===== src/sv/rsba_pkg.sv =====
// shared types and constants for the random span bitmap allocator
`default_nettype none
package rsba_pkg;

  localparam int MAP_ENTRIES_DEFAULT = 256;
  localparam int ENTRY_BASE = 256;
  localparam int MIN_FREE_RESET = 100;

  localparam int FIELD_W = 9;
  localparam int RAND_W = 32;
  localparam int DIV_STEPS_W = $clog2(RAND_W);

  localparam logic CMD_RESERVE = 1'b0;
  localparam logic CMD_ACQUIRE = 1'b1;

  typedef enum logic [2:0] {
    ST_IDLE,
    ST_COUNT,
    ST_DIV,
    ST_SELECT,
    ST_MARK
  } state_t;

endpackage
`default_nettype wire


===== src/sv/random_span_bitmap_allocator.sv =====
// occupancy map allocator: reserve a given run or acquire a random free window
// a failed reserve, a reserve of zero entries or an acquire with a bad count strobes
//   done in the cycle after start; a good reserve marks its entries in turn, then strobes done
// an acquire counts the free windows over the map, divides the random value by that count,
//   scans to the window whose rank is the remainder and marks it; too few windows: fails
//   at the end of the count pass. one command at a time; busy is high until the result strobe, which cannot be held
// synchronous reset clears the map and busy, and loads min_free with 100
`default_nettype none
module random_span_bitmap_allocator
  import rsba_pkg::*;
#(
  parameter int MAP_ENTRIES = MAP_ENTRIES_DEFAULT
) (
  input  wire logic                clk,
  input  wire logic                rst,
  input  wire logic                start,
  output logic                     busy,
  input  wire logic                command,
  input  wire logic [FIELD_W-1:0]  first_entry,
  input  wire logic [FIELD_W-1:0]  entry_count,
  input  wire logic [RAND_W-1:0]   random_value,
  input  wire logic                cfg_we,
  input  wire logic [FIELD_W-1:0]  cfg_wdata,
  output logic                     done,
  output logic [FIELD_W-1:0]       granted_entry,
  output logic                     failed
);

  localparam int PW = $clog2(MAP_ENTRIES);
  localparam int LW = $clog2(MAP_ENTRIES + 1);
  localparam int XW = ((LW > FIELD_W) ? LW : FIELD_W) + 2;
  localparam logic [PW-1:0] LAST_IDX = PW'(MAP_ENTRIES - 1);

  state_t state, state_next;

  logic [MAP_ENTRIES-1:0] occ_map;
  logic [FIELD_W-1:0]     min_free;

  logic [FIELD_W-1:0]     count_q;
  logic [RAND_W-1:0]      rnd_sh;
  logic [PW-1:0]          idx;
  logic [LW-1:0]          run;
  logic [LW-1:0]          avail;
  logic [LW-1:0]          rank;
  logic [DIV_STEPS_W-1:0] div_step;
  logic [PW-1:0]          mark_ptr;
  logic [FIELD_W-1:0]     remain;

  // shared scan and compare unit
  logic          cur_free;
  logic [LW-1:0] run_new;
  logic          hit;
  logic          last_idx;
  logic [LW-1:0] avail_final;
  logic          too_few;
  logic [LW:0]   rem_sh;
  logic          rem_ge;
  logic [LW-1:0] rem_new;
  logic [PW-1:0] win_pos;
  logic          reserve_bad;
  logic          acquire_bad;
  logic          accept;
  logic          found;
  logic          mark_last;

  always_comb begin
    cur_free    = ~occ_map[idx];
    run_new     = cur_free ? LW'(run + 1'b1) : '0;
    hit         = cur_free && (XW'(run_new) >= XW'(count_q));
    last_idx    = (idx == LAST_IDX);
    avail_final = LW'(avail + LW'(hit));
    too_few     = (avail_final == '0) || (XW'(avail_final) < XW'(min_free));
    rem_sh      = {rank, rnd_sh[RAND_W-1]};
    rem_ge      = rem_sh >= {1'b0, avail};
    rem_new     = rem_ge ? LW'(rem_sh - {1'b0, avail}) : LW'(rem_sh);
    win_pos     = PW'(XW'(idx) + XW'(1) - XW'(count_q));
    found       = hit && (rank == '0);
    mark_last   = (remain == FIELD_W'(1));
    reserve_bad = ~first_entry[FIELD_W-1] ||
                  (XW'(first_entry[FIELD_W-2:0]) + XW'(entry_count) > XW'(MAP_ENTRIES));
    acquire_bad = (entry_count == '0) || (XW'(entry_count) > XW'(MAP_ENTRIES));
  end

  // outputs of the sequencer
  always_comb begin
    busy   = (state != ST_IDLE);
    accept = start && (state == ST_IDLE);
  end

  always_comb begin
    state_next = state;
    unique case (state)
      ST_IDLE: begin
        if (start) begin
          if (command == CMD_ACQUIRE) begin
            state_next = acquire_bad ? ST_IDLE : ST_COUNT;
          end else if (!reserve_bad && entry_count != '0) begin
            state_next = ST_MARK;
          end
        end
      end
      ST_COUNT: begin
        if (last_idx) state_next = too_few ? ST_IDLE : ST_DIV;
      end
      ST_DIV: begin
        if (div_step == DIV_STEPS_W'(RAND_W - 1)) state_next = ST_SELECT;
      end
      ST_SELECT: begin
        if (found) state_next = ST_MARK;
      end
      ST_MARK: begin
        if (mark_last) state_next = ST_IDLE;
      end
      default: state_next = ST_IDLE;
    endcase
  end

  always_ff @(posedge clk) begin
    if (rst) begin
      state    <= ST_IDLE;
      occ_map  <= '0;
      min_free <= FIELD_W'(MIN_FREE_RESET);
      done     <= 1'b0;
    end else begin
      state <= state_next;
      done  <= 1'b0;
      if (cfg_we) min_free <= cfg_wdata;
      case (state)
        ST_IDLE: begin
          if (accept) begin
            count_q <= entry_count;
            rnd_sh  <= random_value;
            idx     <= '0;
            run     <= '0;
            avail   <= '0;
            remain  <= entry_count;
            mark_ptr <= PW'(first_entry[FIELD_W-2:0]);
            if (command == CMD_ACQUIRE) begin
              granted_entry <= '0;
              failed        <= 1'b0;
              if (acquire_bad) begin
                failed <= 1'b1;
                done   <= 1'b1;
              end
            end else begin
              granted_entry <= first_entry;
              failed        <= reserve_bad;
              if (reserve_bad || entry_count == '0) done <= 1'b1;
            end
          end
        end
        ST_COUNT: begin
          run   <= run_new;
          avail <= avail_final;
          idx   <= idx + 1'b1;
          rank  <= '0;
          div_step <= '0;
          if (last_idx && too_few) begin
            failed <= 1'b1;
            done   <= 1'b1;
          end
        end
        ST_DIV: begin
          // restoring remainder, one dividend bit a beat
          rank     <= rem_new;
          rnd_sh   <= {rnd_sh[RAND_W-2:0], 1'b0};
          div_step <= div_step + 1'b1;
          idx      <= '0;
          run      <= '0;
        end
        ST_SELECT: begin
          run <= run_new;
          idx <= idx + 1'b1;
          if (found) begin
            mark_ptr      <= win_pos;
            granted_entry <= FIELD_W'(ENTRY_BASE + int'(win_pos));
          end else if (hit) begin
            rank <= rank - 1'b1;
          end
        end
        ST_MARK: begin
          occ_map[mark_ptr] <= 1'b1;
          mark_ptr <= mark_ptr + 1'b1;
          remain   <= remain - 1'b1;
          if (mark_last) done <= 1'b1;
        end
        default: ;
      endcase
    end
  end

  // map bits are only ever set outside reset
  a_map_monotonic: assert property (@(posedge clk) disable iff (rst)
    !$past(rst) |-> (($past(occ_map) & ~occ_map) == '0))
    else $error("occupancy bit cleared outside reset");

  // the remainder chosen as rank never reaches the window count
  a_rank_in_range: assert property (@(posedge clk) disable iff (rst)
    (state == ST_SELECT) |-> (rank < avail))
    else $error("rank not below free window count");

  // an accepted command either finishes at once or keeps the block busy
  a_accept_progress: assert property (@(posedge clk) disable iff (rst)
    (start && !busy) |=> (busy || done))
    else $error("accepted command neither busy nor done");

  // a failed command leaves no trace in the map
  a_fail_no_mark: assert property (@(posedge clk) disable iff (rst)
    (done && failed && !$past(rst)) |-> (occ_map == $past(occ_map)))
    else $error("map changed on a failed command");

endmodule
`default_nettype wire

===== config.mk =====
export PLATFORM = sky130hd
export DESIGN_NAME = random_span_bitmap_allocator
export DESIGN_NICKNAME = d
export VERILOG_FILES = /design/src/sv/rsba_pkg.sv /design/src/sv/random_span_bitmap_allocator.sv
export SDC_FILE = /design/constraint.sdc
export NUM_CORES = 1
export LEC_CHECK = 0
export ABC_AREA = 1
export BUFFER_PORTS_ARGS = -buffer_cell sky130_fd_sc_hd__buf_2
export CAP_MARGIN = 5
export CORE_MARGIN = 1.5
export CORE_UTILIZATION = 59
export CTS_BUF_LIST = sky130_fd_sc_hd__clkbuf_8
export DETAILED_ROUTE_END_ITERATION = 10
export GPL_TIMING_DRIVEN = 0
export HOLD_SLACK_MARGIN = 0.02
export PLACE_DENSITY_LB_ADDON = 0.15
export SYNTH_ARGS = -nofsm -noshare
export SYNTH_HDL_FRONTEND = slang
export SYNTH_SLANG_ARGS = --single-unit

===== constraint.sdc =====
create_clock -name clk -period 6.2 [get_ports clk]
set_clock_uncertainty 0.05 [all_clocks]
set_input_delay 1.24 -clock clk [delete_from_list [all_inputs] [get_ports clk]]
set_output_delay 1.24 -clock clk [all_outputs]
set_load 0.1 [all_outputs]

# Word level (Yosys, flattened, before mapping)
# Index checks and enable logic that the tools add are counted.
dict set report word_totals {
  regBits 377
  input_bits 64
  output_inout_bits 12
}
dict set report op_classes {
  add_sub_neg 12
  n_lt_le_gt_ge 8
  n_eq_ne 17
  mux 47
  bitwise_logic 4
  reduce_logical 37
}
# operator count
set op_table {}
lappend op_table {{$or 256x256->256} 1}
lappend op_table {{$mux 9} 9}
lappend op_table {{$pmux 32 s2} 1}
lappend op_table {{$pmux 9 s2} 3}
lappend op_table {{$pmux 9 s3} 2}
lappend op_table {{$pmux 8 s3} 2}
lappend op_table {{$mux 32} 1}
lappend op_table {{$logic_not 9->1} 3}
lappend op_table {{$add 8x1->8 const B} 3}
lappend op_table {{$mux 8} 3}
lappend op_table {{$mux 3} 7}
lappend op_table {{$lt 8x9->1 const B} 2}
lappend op_table {{$ne 2x2->1 const B} 9}
lappend op_table {{$sub 9x1->9 const B} 2}
lappend op_table {{$reduce_and 4->1} 4}
lappend op_table {{$pmux 3 s5} 1}
lappend op_table {{$reduce_and 3->1} 5}
lappend op_table {{$mux 1} 12}
lappend op_table {{$reduce_bool 3->1} 4}
lappend op_table {{$add 8x9->10} 1}
lappend op_table {{$ge 10x9->1} 1}
lappend op_table {{$gt 10x9->1 const B} 1}
lappend op_table {{$pmux 5 s2} 1}
lappend op_table {{$reduce_bool 2->1} 5}
lappend op_table {{31 further kinds} 42}

# Depth between registers and ports, before layout
# Gate-level depths: netlist of the first run.
dict set report logic_depth {
  depth_word 11
  ltp_mapped 39
  ltp_nobuf 36
}

# Worst setup path after synthesis of the first run
# OpenSTA, ideal clock, no wires.
dict set report synth_path {
  path_kind {reg-to-reg}
  start {register idx[0]}
  end {register failed, enable pin}
  arrival_ps 4601
  t_required_ps 5840
  setup_slack_ps 1239
  stages_incl_launch_ff 35
  path_buffers 4
  synth_period_minus_slack_ps 4961
  cell_sequence {edfxtp_1 buf_6 buf_6 buf_4 a21oi_1 o21ai_0 nand3_1 nand3_1 nand2_1 nand3_1 nand3_1 nand3_2 nand2_2 buf_2 nor2_1 ha_1 nand2_1 nor2_1 nand2_1 o2111ai_1 nand3_2 inv_1 ha_1 ha_1 nand3_1 nor3_1 nand3_1 xor2_1 inv_1 ha_1 a21oi_1 o21ai_0 o21ai_0 nand3_1 a21oi_1}
}
dict set report synth_between {
  elab_chain_cells 11
  elab_cells_between_ends 14
  classes_between {1 x add/sub; 2 x order compare; 2 x eq/ne; 3 x mux; 1 x bitwise; 5 x reduce/logical}
}
# element line
set synth_rtl {}
lappend synth_rtl {{start: declaration} random_span_bitmap_allocator.sv:41} ;# logic [PW-1:0] idx;
lappend synth_rtl {{start signal: assignment} random_span_bitmap_allocator.sv:155} ;# idx <= idx + 1'b1;
lappend synth_rtl {{start signal: assignment} random_span_bitmap_allocator.sv:173} ;# idx <= idx + 1'b1;
lappend synth_rtl {{$bmux 1 s8 *} random_span_bitmap_allocator.sv:67} ;# cur_free = ~occ_map[idx];
lappend synth_rtl {{$mux 1 (not written as such) *} random_span_bitmap_allocator.sv:67}
lappend synth_rtl {{$mux 9 *} random_span_bitmap_allocator.sv:68} ;# run_new = cur_free ? LW'(run + 1'b1) : '0;
lappend synth_rtl {{named net run_new[8]} random_span_bitmap_allocator.sv:51} ;# logic [LW-1:0] run_new;
lappend synth_rtl {{$ge 9x9->1 *} random_span_bitmap_allocator.sv:69} ;# hit = cur_free && (XW'(run_new) >= XW'(count_q));
lappend synth_rtl {{$logic_and 1x1->1 *} random_span_bitmap_allocator.sv:69}
lappend synth_rtl {{$add 9x1->9 *} random_span_bitmap_allocator.sv:71} ;# avail_final = LW'(avail + LW'(hit));
lappend synth_rtl {{named net avail_final[8]} random_span_bitmap_allocator.sv:54} ;# logic [LW-1:0] avail_final;
lappend synth_rtl {{$lt 9x9->1 or $logic_not 9->1 (tied branches)} random_span_bitmap_allocator.sv:72} ;# too_few = (avail_final == '0) || (XW'(avail_final) < XW'(min_free));
lappend synth_rtl {{$logic_or 1x1->1 *} random_span_bitmap_allocator.sv:72}
lappend synth_rtl {{$logic_and 1x1->1 *} random_span_bitmap_allocator.sv:158} ;# if (last_idx && too_few) begin
lappend synth_rtl {{$ne 2x2->1 (no line) *} -}
lappend synth_rtl {{$reduce_and 4->1 (no line) *} -}
lappend synth_rtl {{end signal: assignment} random_span_bitmap_allocator.sv:147} ;# failed <= reserve_bad;
lappend synth_rtl {{end: declaration} random_span_bitmap_allocator.sv:26} ;# output logic failed
# The timed path passes the listed nets; every way through them passes the cells marked *. The select of a mux whose other input is x is not followed.
# A chain may end at the register's enable or synchronous reset.

# Final worst setup path of the first run
# Ends and elaborated chain as after synthesis.

==> results.toml, run 1 <==
[power]
p_leak_uw = 0.00878
irDropWorstVdd_mv = 0.374
swShare_pct = 41.0
powerDensity_nw_per_um2 = 410
pwr-share-clk_pct = 26.6
p_int_uw = 5070
pwr-share-seq_pct = 35.2
net-switching-power_uw = 3520
power.total_uw = 8590
pwr-share-comb_pct = 38.2

[layout]
fin_util_pct = 68.2
final_cell_mix = "603 x nand2_1, 347 x a21oi_1, 329 x inv_1"
num-nets-final = 2754
final_cells = 3074
diodes = 0
drive_above_1_share_pct = 10.1
final_common_cell = "nand2_1"
syn_to_final_growth_pct = 13.3

[logic_synthesis]
synthArstFlopShare_pct = 0
syn_avg_cell_area_um2 = 7.48
syn_inst = 2474
synth_area_leader_cell = "dfxtp_1"
synth_ff_type = "dfxtp_1"
ys_ff_latch = 377
synthesis.nets = 2602
yosysTopAreaCellShare_pct = 29.1
synth_cell_types = 45
ys_warn_count = 0
synth_edf_count = 108
yosysSeqAreaShare_pct = 46.6
yosys-top-cells-area = "dfxtp_1 29%, edfxtp_1 18%, nand2_1 12%"
synth_area_um2 = 18500

[routing]
wirelength_um = 59600
drc = 0
via_per_inst = 5.79
via_count = 17805
wire_per_inst_um = 19.4
drt_iter0_drc = 2113
dr.pass1.iters = 6
ant_nets = 0

[run_status]
violations = "max-capacitance violations, max-slew violations"
status = "complete, but fails checks"

[timing]
worst_slew_pin_slew_ns = 1.63
final_max_slew_viol_count = 7
setup_tns_ns = 0
worst_slack_ns = 0.317
fin_crit_ns = 5.88
slew_headroom_pct = -9.33
clock.fmax_ghz = 0.170
finalSetupViolations = 0
finalHoldViolations = 0
finalCritPeriodShare_pct = 94.9

[worst_setup_path]
startpoint_type = "register"
crit_slowest_cell = "edfxtp_1"
worstSetupPathType = "register to register"
worstPathArrival_ns = 6.16
reg2reg_depth = 35
required_ns = 6.47
crit_path_end_kind = "register"
critPathMaxFanout = 10
cpPeakStageDelay_ns = 0.46

[cts]
clk_latency_ns = 0.67
ctsHtreeMaxLevel = 2
cts_buffers = 61
cts_sinks = 377
root_buffer = "clkbuf_8"
cts_tree = "done"
clk_pin_slew_ns = 0.06
cts_buffer_depth = 3

[global_route]
grt.overflow.total = 0
grt_pass1_vias = 16713
antenna_found_initial = 0
track_usage_pct = 35.8
grt_pass1_wl_um = 89800
grt_max_degree = 33

[min_path]
hp-class = "register to register"
hold_depth = 2

[floorplan]
die_w_um = 180
core_um2 = 30700
rows = 64
start_util_pct = 60.2
dieArea_um2 = 32400
die_y_um = 180
ioPinCount = 76

[placed_design]
dp_hpwl_um = 41100
dp_cells = 2946
gp_routability_congestion = 1.01
io_buffers = 74
place_ws_ns = -0.535

[flow_run]
cap_violations = 1
## kinds of logic (layout without fill, tap and decap cells)
logic type	after synthesis	in the layout	synth area share, %
buffers and inverters	449	653	9.77
AO/OA/AOI/OAI	491	491	13.9
XOR/XNOR	38	38	1.80
adder cells (fa/ha/maj)	64	64	4.45
AND/OR/NAND/NOR	1055	1055	23.4
flip-flops	377	377	46.6
## area by class of cell
class / instances / area [um2]
Tap cell: 396 / 495
Inverter: 315 / 1190
Fill cell: 2679 / 9790
Buffer: 134 / 691
Multi-Input combinational cell: 1648 / 8150
Timing Repair Buffer: 89 / 483
Sequential cell: 377 / 8630
Clock buffer: 84 / 1160
Clock inverter: 31 / 166
## synth_stat cells (all sizes together) (3+ instances only)
| master | n |
|---|---|
| nand4 | 23 |
| a31oi | 4 |
| o22ai | 3 |
| a21oi | 348 |
| dfxtp | 269 |
| o211ai | 28 |
| xnor2 | 14 |
| o31ai | 3 |
| inv | 313 |
| o21ai | 95 |
| xor2 | 24 |
| clkbuf | 82 |
| nand2 | 605 |
| nor2 | 209 |
| ha | 61 |
| edfxtp | 108 |
| nor4 | 5 |
| fa | 3 |
| nor3 | 36 |
| buf | 52 |
| nand3 | 172 |
## through the flow
stage / area (um2) / hold slack, ns
after floorplan: 18500 / 0.377
after global placement: 19400 / 0.387
after detailed placement: 19400 / 0.389
after CTS: 20700 / 0.398
after global routing: 21000 / 0.420
final: 21000 / 0.395
## what timing repair did
action / in CTS / in global routing
endpoints found under the setup margin: 3 / 3
gates resized for setup: 16 / 47
hold buffers: 0 / 0
pin swaps: 0 / 8
buffers inserted: 0 / 12
endpoints found under the hold margin: 0 / 0
## power by group through the flow
stage	clock network [uW]	logic, uW	registers [uW]
3_5_place_dp	0	3030	3070
2_1_floorplan	0	1970	3190
3_3_place_gp	0	2970	3060
5_1_grt	2380	3550	3050
4_1_cts	2280	3070	3020
6_report	2290	3280	3020
## path summary, 6_finish.rpt
kind                start            to  slack (ns)
max reg2reg        idx[0]        failed        0.32
min          occ_map[244]  occ_map[244]        0.40
min reg2reg  occ_map[244]  occ_map[244]        0.40
max                idx[0]        failed        0.32
## sequential cells by signal, indices dropped and copies added, names as in the netlist, 3 cells and up
signal and count:
avail 9, count_q 9, div_step 5, granted_entry 9, idx 8, mark_ptr 8, min_free 9, occ_map 256
rank 9, remain 9, rnd_sh 32, run 9, state 3
## routing by layer
metal	global-route usage [%]	vias up	share of wire, %
met4	21.4	0	6.0
met1	45.3	8211	39
met5	0	-	0
met3	6.89	229	10
met2	57.3	1012	45
li1	-	8353	-
## worst max-delay path, delay by kind of cell (launching register included)
family,cells,cell delay [ns]
adders and majority gates,4,1.01
AOI/OAI and AO/OA,5,0.80
DFF,1,0.46
buffers and inverters,6,0.82
and+or+nand+nor,19,2.21
xor gates and xnor gates,1,0.22
Note: power is estimated with default switching activity, not from simulation.
==> run 2, diff against run 1 <==
--- a/config.mk
+++ b/config.mk
@@ -5,7 +5,6 @@
 export SDC_FILE = /design/constraint.sdc
 export NUM_CORES = 1
 export LEC_CHECK = 0
-export ABC_AREA = 1
 export BUFFER_PORTS_ARGS = -buffer_cell sky130_fd_sc_hd__buf_2
 export CAP_MARGIN = 5
 export CORE_MARGIN = 1.5
==> constraint.sdc (replaced) <==
create_clock -name clk -period 7.3 [get_ports clk]
set_clock_uncertainty 0.05 [all_clocks]
set_input_delay 1.46 -clock clk [delete_from_list [all_inputs] [get_ports clk]]
set_output_delay 1.46 -clock clk [all_outputs]
set_load 0.1 [all_outputs]
==> run 2 against run 1 <==
  * The flow now finishes without violations
  * Count of clock-buffer cells in the layout shrank 5
  * Worst setup slack lost 0.075 ns
  * Clock power shrank 19%
  * Combinational power shrank 40%
  * Worst hold slack gained 0.019 ns
  * Largest power group is now sequential cells
==> results.toml, run 2 <==
[cts]
cts_sinks = 377
cts_tree = "done"
clk_latency_ns = 0.64
cts_buffer_depth = 3
cts_buffers = 60
clk_pin_slew_ns = 0.07
hold_buffers = 0
root_buffer = "clkbuf_8"
ctsHtreeMaxLevel = 2

[routing]
drc = 0
dr.pass1.iters = 6
drt_iter0_drc = 1281
wire_per_inst_um = 19.9
via_per_inst = 6.05
ant_nets = 0
via_count = 14420
wirelength_um = 47500

[timing]
slew_headroom_pct = 8.90
finalHoldViolations = 0
clock.fmax_ghz = 0.142
worst_slew_pin_slew_ns = 1.35
finalCritPeriodShare_pct = 96.7
fin_crit_ns = 7.06
finalSetupViolations = 0
final_max_slew_viol_count = 0

[floorplan]
start_util_pct = 60.4
die_y_um = 175
core_um2 = 28900
rows = 62
ioPinCount = 76
die_w_um = 175
dieArea_um2 = 30700

[global_route]
grt.overflow.total = 0
met1_usage_pct = 38.8
antenna_found_initial = 0
busiest_layer = "met2"
grt_util_met3_pct = 4.98
grt_pass1_vias = 14059
grt_pass1_wl_um = 74600
grt_util_met2_pct = 53.0
track_usage_pct = 31.0
grt_max_degree = 33

[logic_synthesis]
synthesis.nets = 1932
yosysSeqAreaShare_pct = 49.4
synth_area_um2 = 17500
synthTopCellsByCount = "341 x nor2_1, 273 x a21oi_1, 269 x dfxtp_1"
syn_inst = 1804
yosys-top-cells-area = "dfxtp_1 31%, edfxtp_1 19%, a21oi_1 7.8%"
ys_warn_count = 0
synth_cell_types = 72
synth_ff_type = "dfxtp_1"
yosysTopAreaCellShare_pct = 30.8
synthArstFlopShare_pct = 0
synth_edf_count = 108
syn_avg_cell_area_um2 = 9.69
ys_ff_latch = 377
synth_area_leader_cell = "dfxtp_1"
yosysMostFrequentCell = "nor2_1"

[power]
irDropWorstVdd_mv = 0.195
power.total_uw = 6360
p_leak_uw = 0.00788
powerDensity_nw_per_um2 = 322

[layout]
syn_to_final_growth_pct = 13.2
drive_above_1_share_pct = 14.2
reg_top3 = "occ_map (256), rnd_sh (32)"
n_fill_cell = 2321
num-nets-final = 2078
final_cells = 2382
regMostFlops = "occ_map"
final_common_cell = "nor2_1"
final_cell_mix = "340 x nor2_1, 273 x a21oi_1, 269 x dfxtp_1"
largest_register_ffs = 256
diodes = 0

[worst_setup_path]
required_ns = 7.55
critPathMaxFanout = 10
worstPathArrival_ns = 7.31
worstSetupPathType = "register to register"
crit_path_end_kind = "register"
startpoint_type = "register"

[placed_design]
gp_routability_congestion = 0.908
dp_cells = 2264
io_buffers = 74
dp_hpwl_um = 32900

[min_path]
hp-class = "register to register"

[run_status]
status = "finished, final reports clean"

[flow_run]
cap_violations = 0
run 2: changes by cell type after synthesis, moves of 17 or more:
cell / previous run / this run
and2_1: 0 / 18
buf_2: 32 / 10
a21o_1: 1 / 18
nand3_1: 169 / 20
mux2i_1: 0 / 29
o211ai_1: 28 / 5
nor2_1: 209 / 341
mux4_2: 0 / 58
xnor2_1: 14 / 31
inv_1: 310 / 54
a21oi_1: 348 / 273
o21ai_0: 92 / 23
nand2_1: 603 / 149
run 2: final timing paths:
path / slack [ns] / cells past startpoint / end / from
hold / removal: 0.41 / 2 / occ_map[61] / occ_map[61]
setup / recovery: 0.24 / 27 / failed / idx[2]
hold reg to reg: 0.41 / 2 / occ_map[61] / occ_map[61]
setup reg to reg: 0.24 / 27 / failed / idx[2]
run 2: logic make-up (layout without fill, tap and decap cells):
group	after synthesis	in the layout	synth area share [%]
muxes	95	95	9.91
xor gates and xnor gates	54	54	2.71
buffers and inverters	173	367	4.13
adders and majority gates	64	64	4.71
and+or+nand+nor	632	632	15.4
DFF	377	377	49.4
AOI/OAI and AO/OA	409	409	13.8
run 2: stage by stage:
step,hold WS (ns),instance area (um2),utilization (%),setup WS [ns],TNS [ns]
6_report,0.414,19800,68.3,0.241,0
2_1_floorplan,0.378,17500,-,1.04,0
4_1_cts,0.415,19700,67.9,0.0378,0
5_1_grt,0.433,19800,68.3,-0.0989,-0.0989
3_5_place_dp,0.399,18300,63.4,-0.372,-0.571
3_3_place_gp,0.390,18300,63.3,-0.253,-0.271
run 2: layout make-up:
| type | instances | area [um2] | share of cell area (%) |
|---|---|---|---|
| Tap cell | 384 | 480 | 2.43 |
| Timing Repair Buffer | 84 | 443 | 2.24 |
| Sequential cell | 377 | 8630 | 43.6 |
| Buffer | 119 | 569 | 2.88 |
| Multi-Input combinational cell | 1254 | 8190 | 41.4 |
| Clock inverter | 31 | 174 | 0.880 |
| Inverter | 54 | 203 | 1.03 |
| Clock buffer | 79 | 1090 | 5.50 |
run 2: report_power, final:
group	switching, uW	internal (uW)
combinational	1310	652
sequential	110	2430
clock	857	1010
total	2270	4090
run 2: worst max-delay path, cell delays in order (launching register included):
cell	delay [ns]
edfxtp_1	0.53
buf_2	0.43
nor2b_1	0.61
a22oi_1	0.23
a31oi_1	0.36
o32ai_2	0.16
o32ai_4	0.46
buf_2	0.30
nor2_1	0.09
ha_1	0.28
a21o_1	0.10
a21o_1	0.11
a21oi_1	0.06
nor2b_1	0.11
o21ai_1	0.10
a211oi_4	0.34
ha_2	0.26
and3_1	0.23
nand3_1	0.14
xnor2_2	0.21
inv_1	0.06
ha_1	0.19
a2111oi_1	0.32
o21ai_1	0.13
a31oi_1	0.20
a31oi_1	0.08
or3_1	0.43
a21oi_1	0.18
run 2: what timing repair did:
action | in CTS | in global routing
buffers inserted | 1 | 6
gates resized for setup | 11 | 19
endpoints found under the hold margin | 0 | 0
endpoints found under the setup margin | 3 | 3
pin swaps | 1 | 4
run 2: layer usage:
layer	part of all wire (%)	up-vias
li1	-	6661
met1	40	6899
met2	47	686
met3	8.1	174
met4	4.6	0
met5	0	-
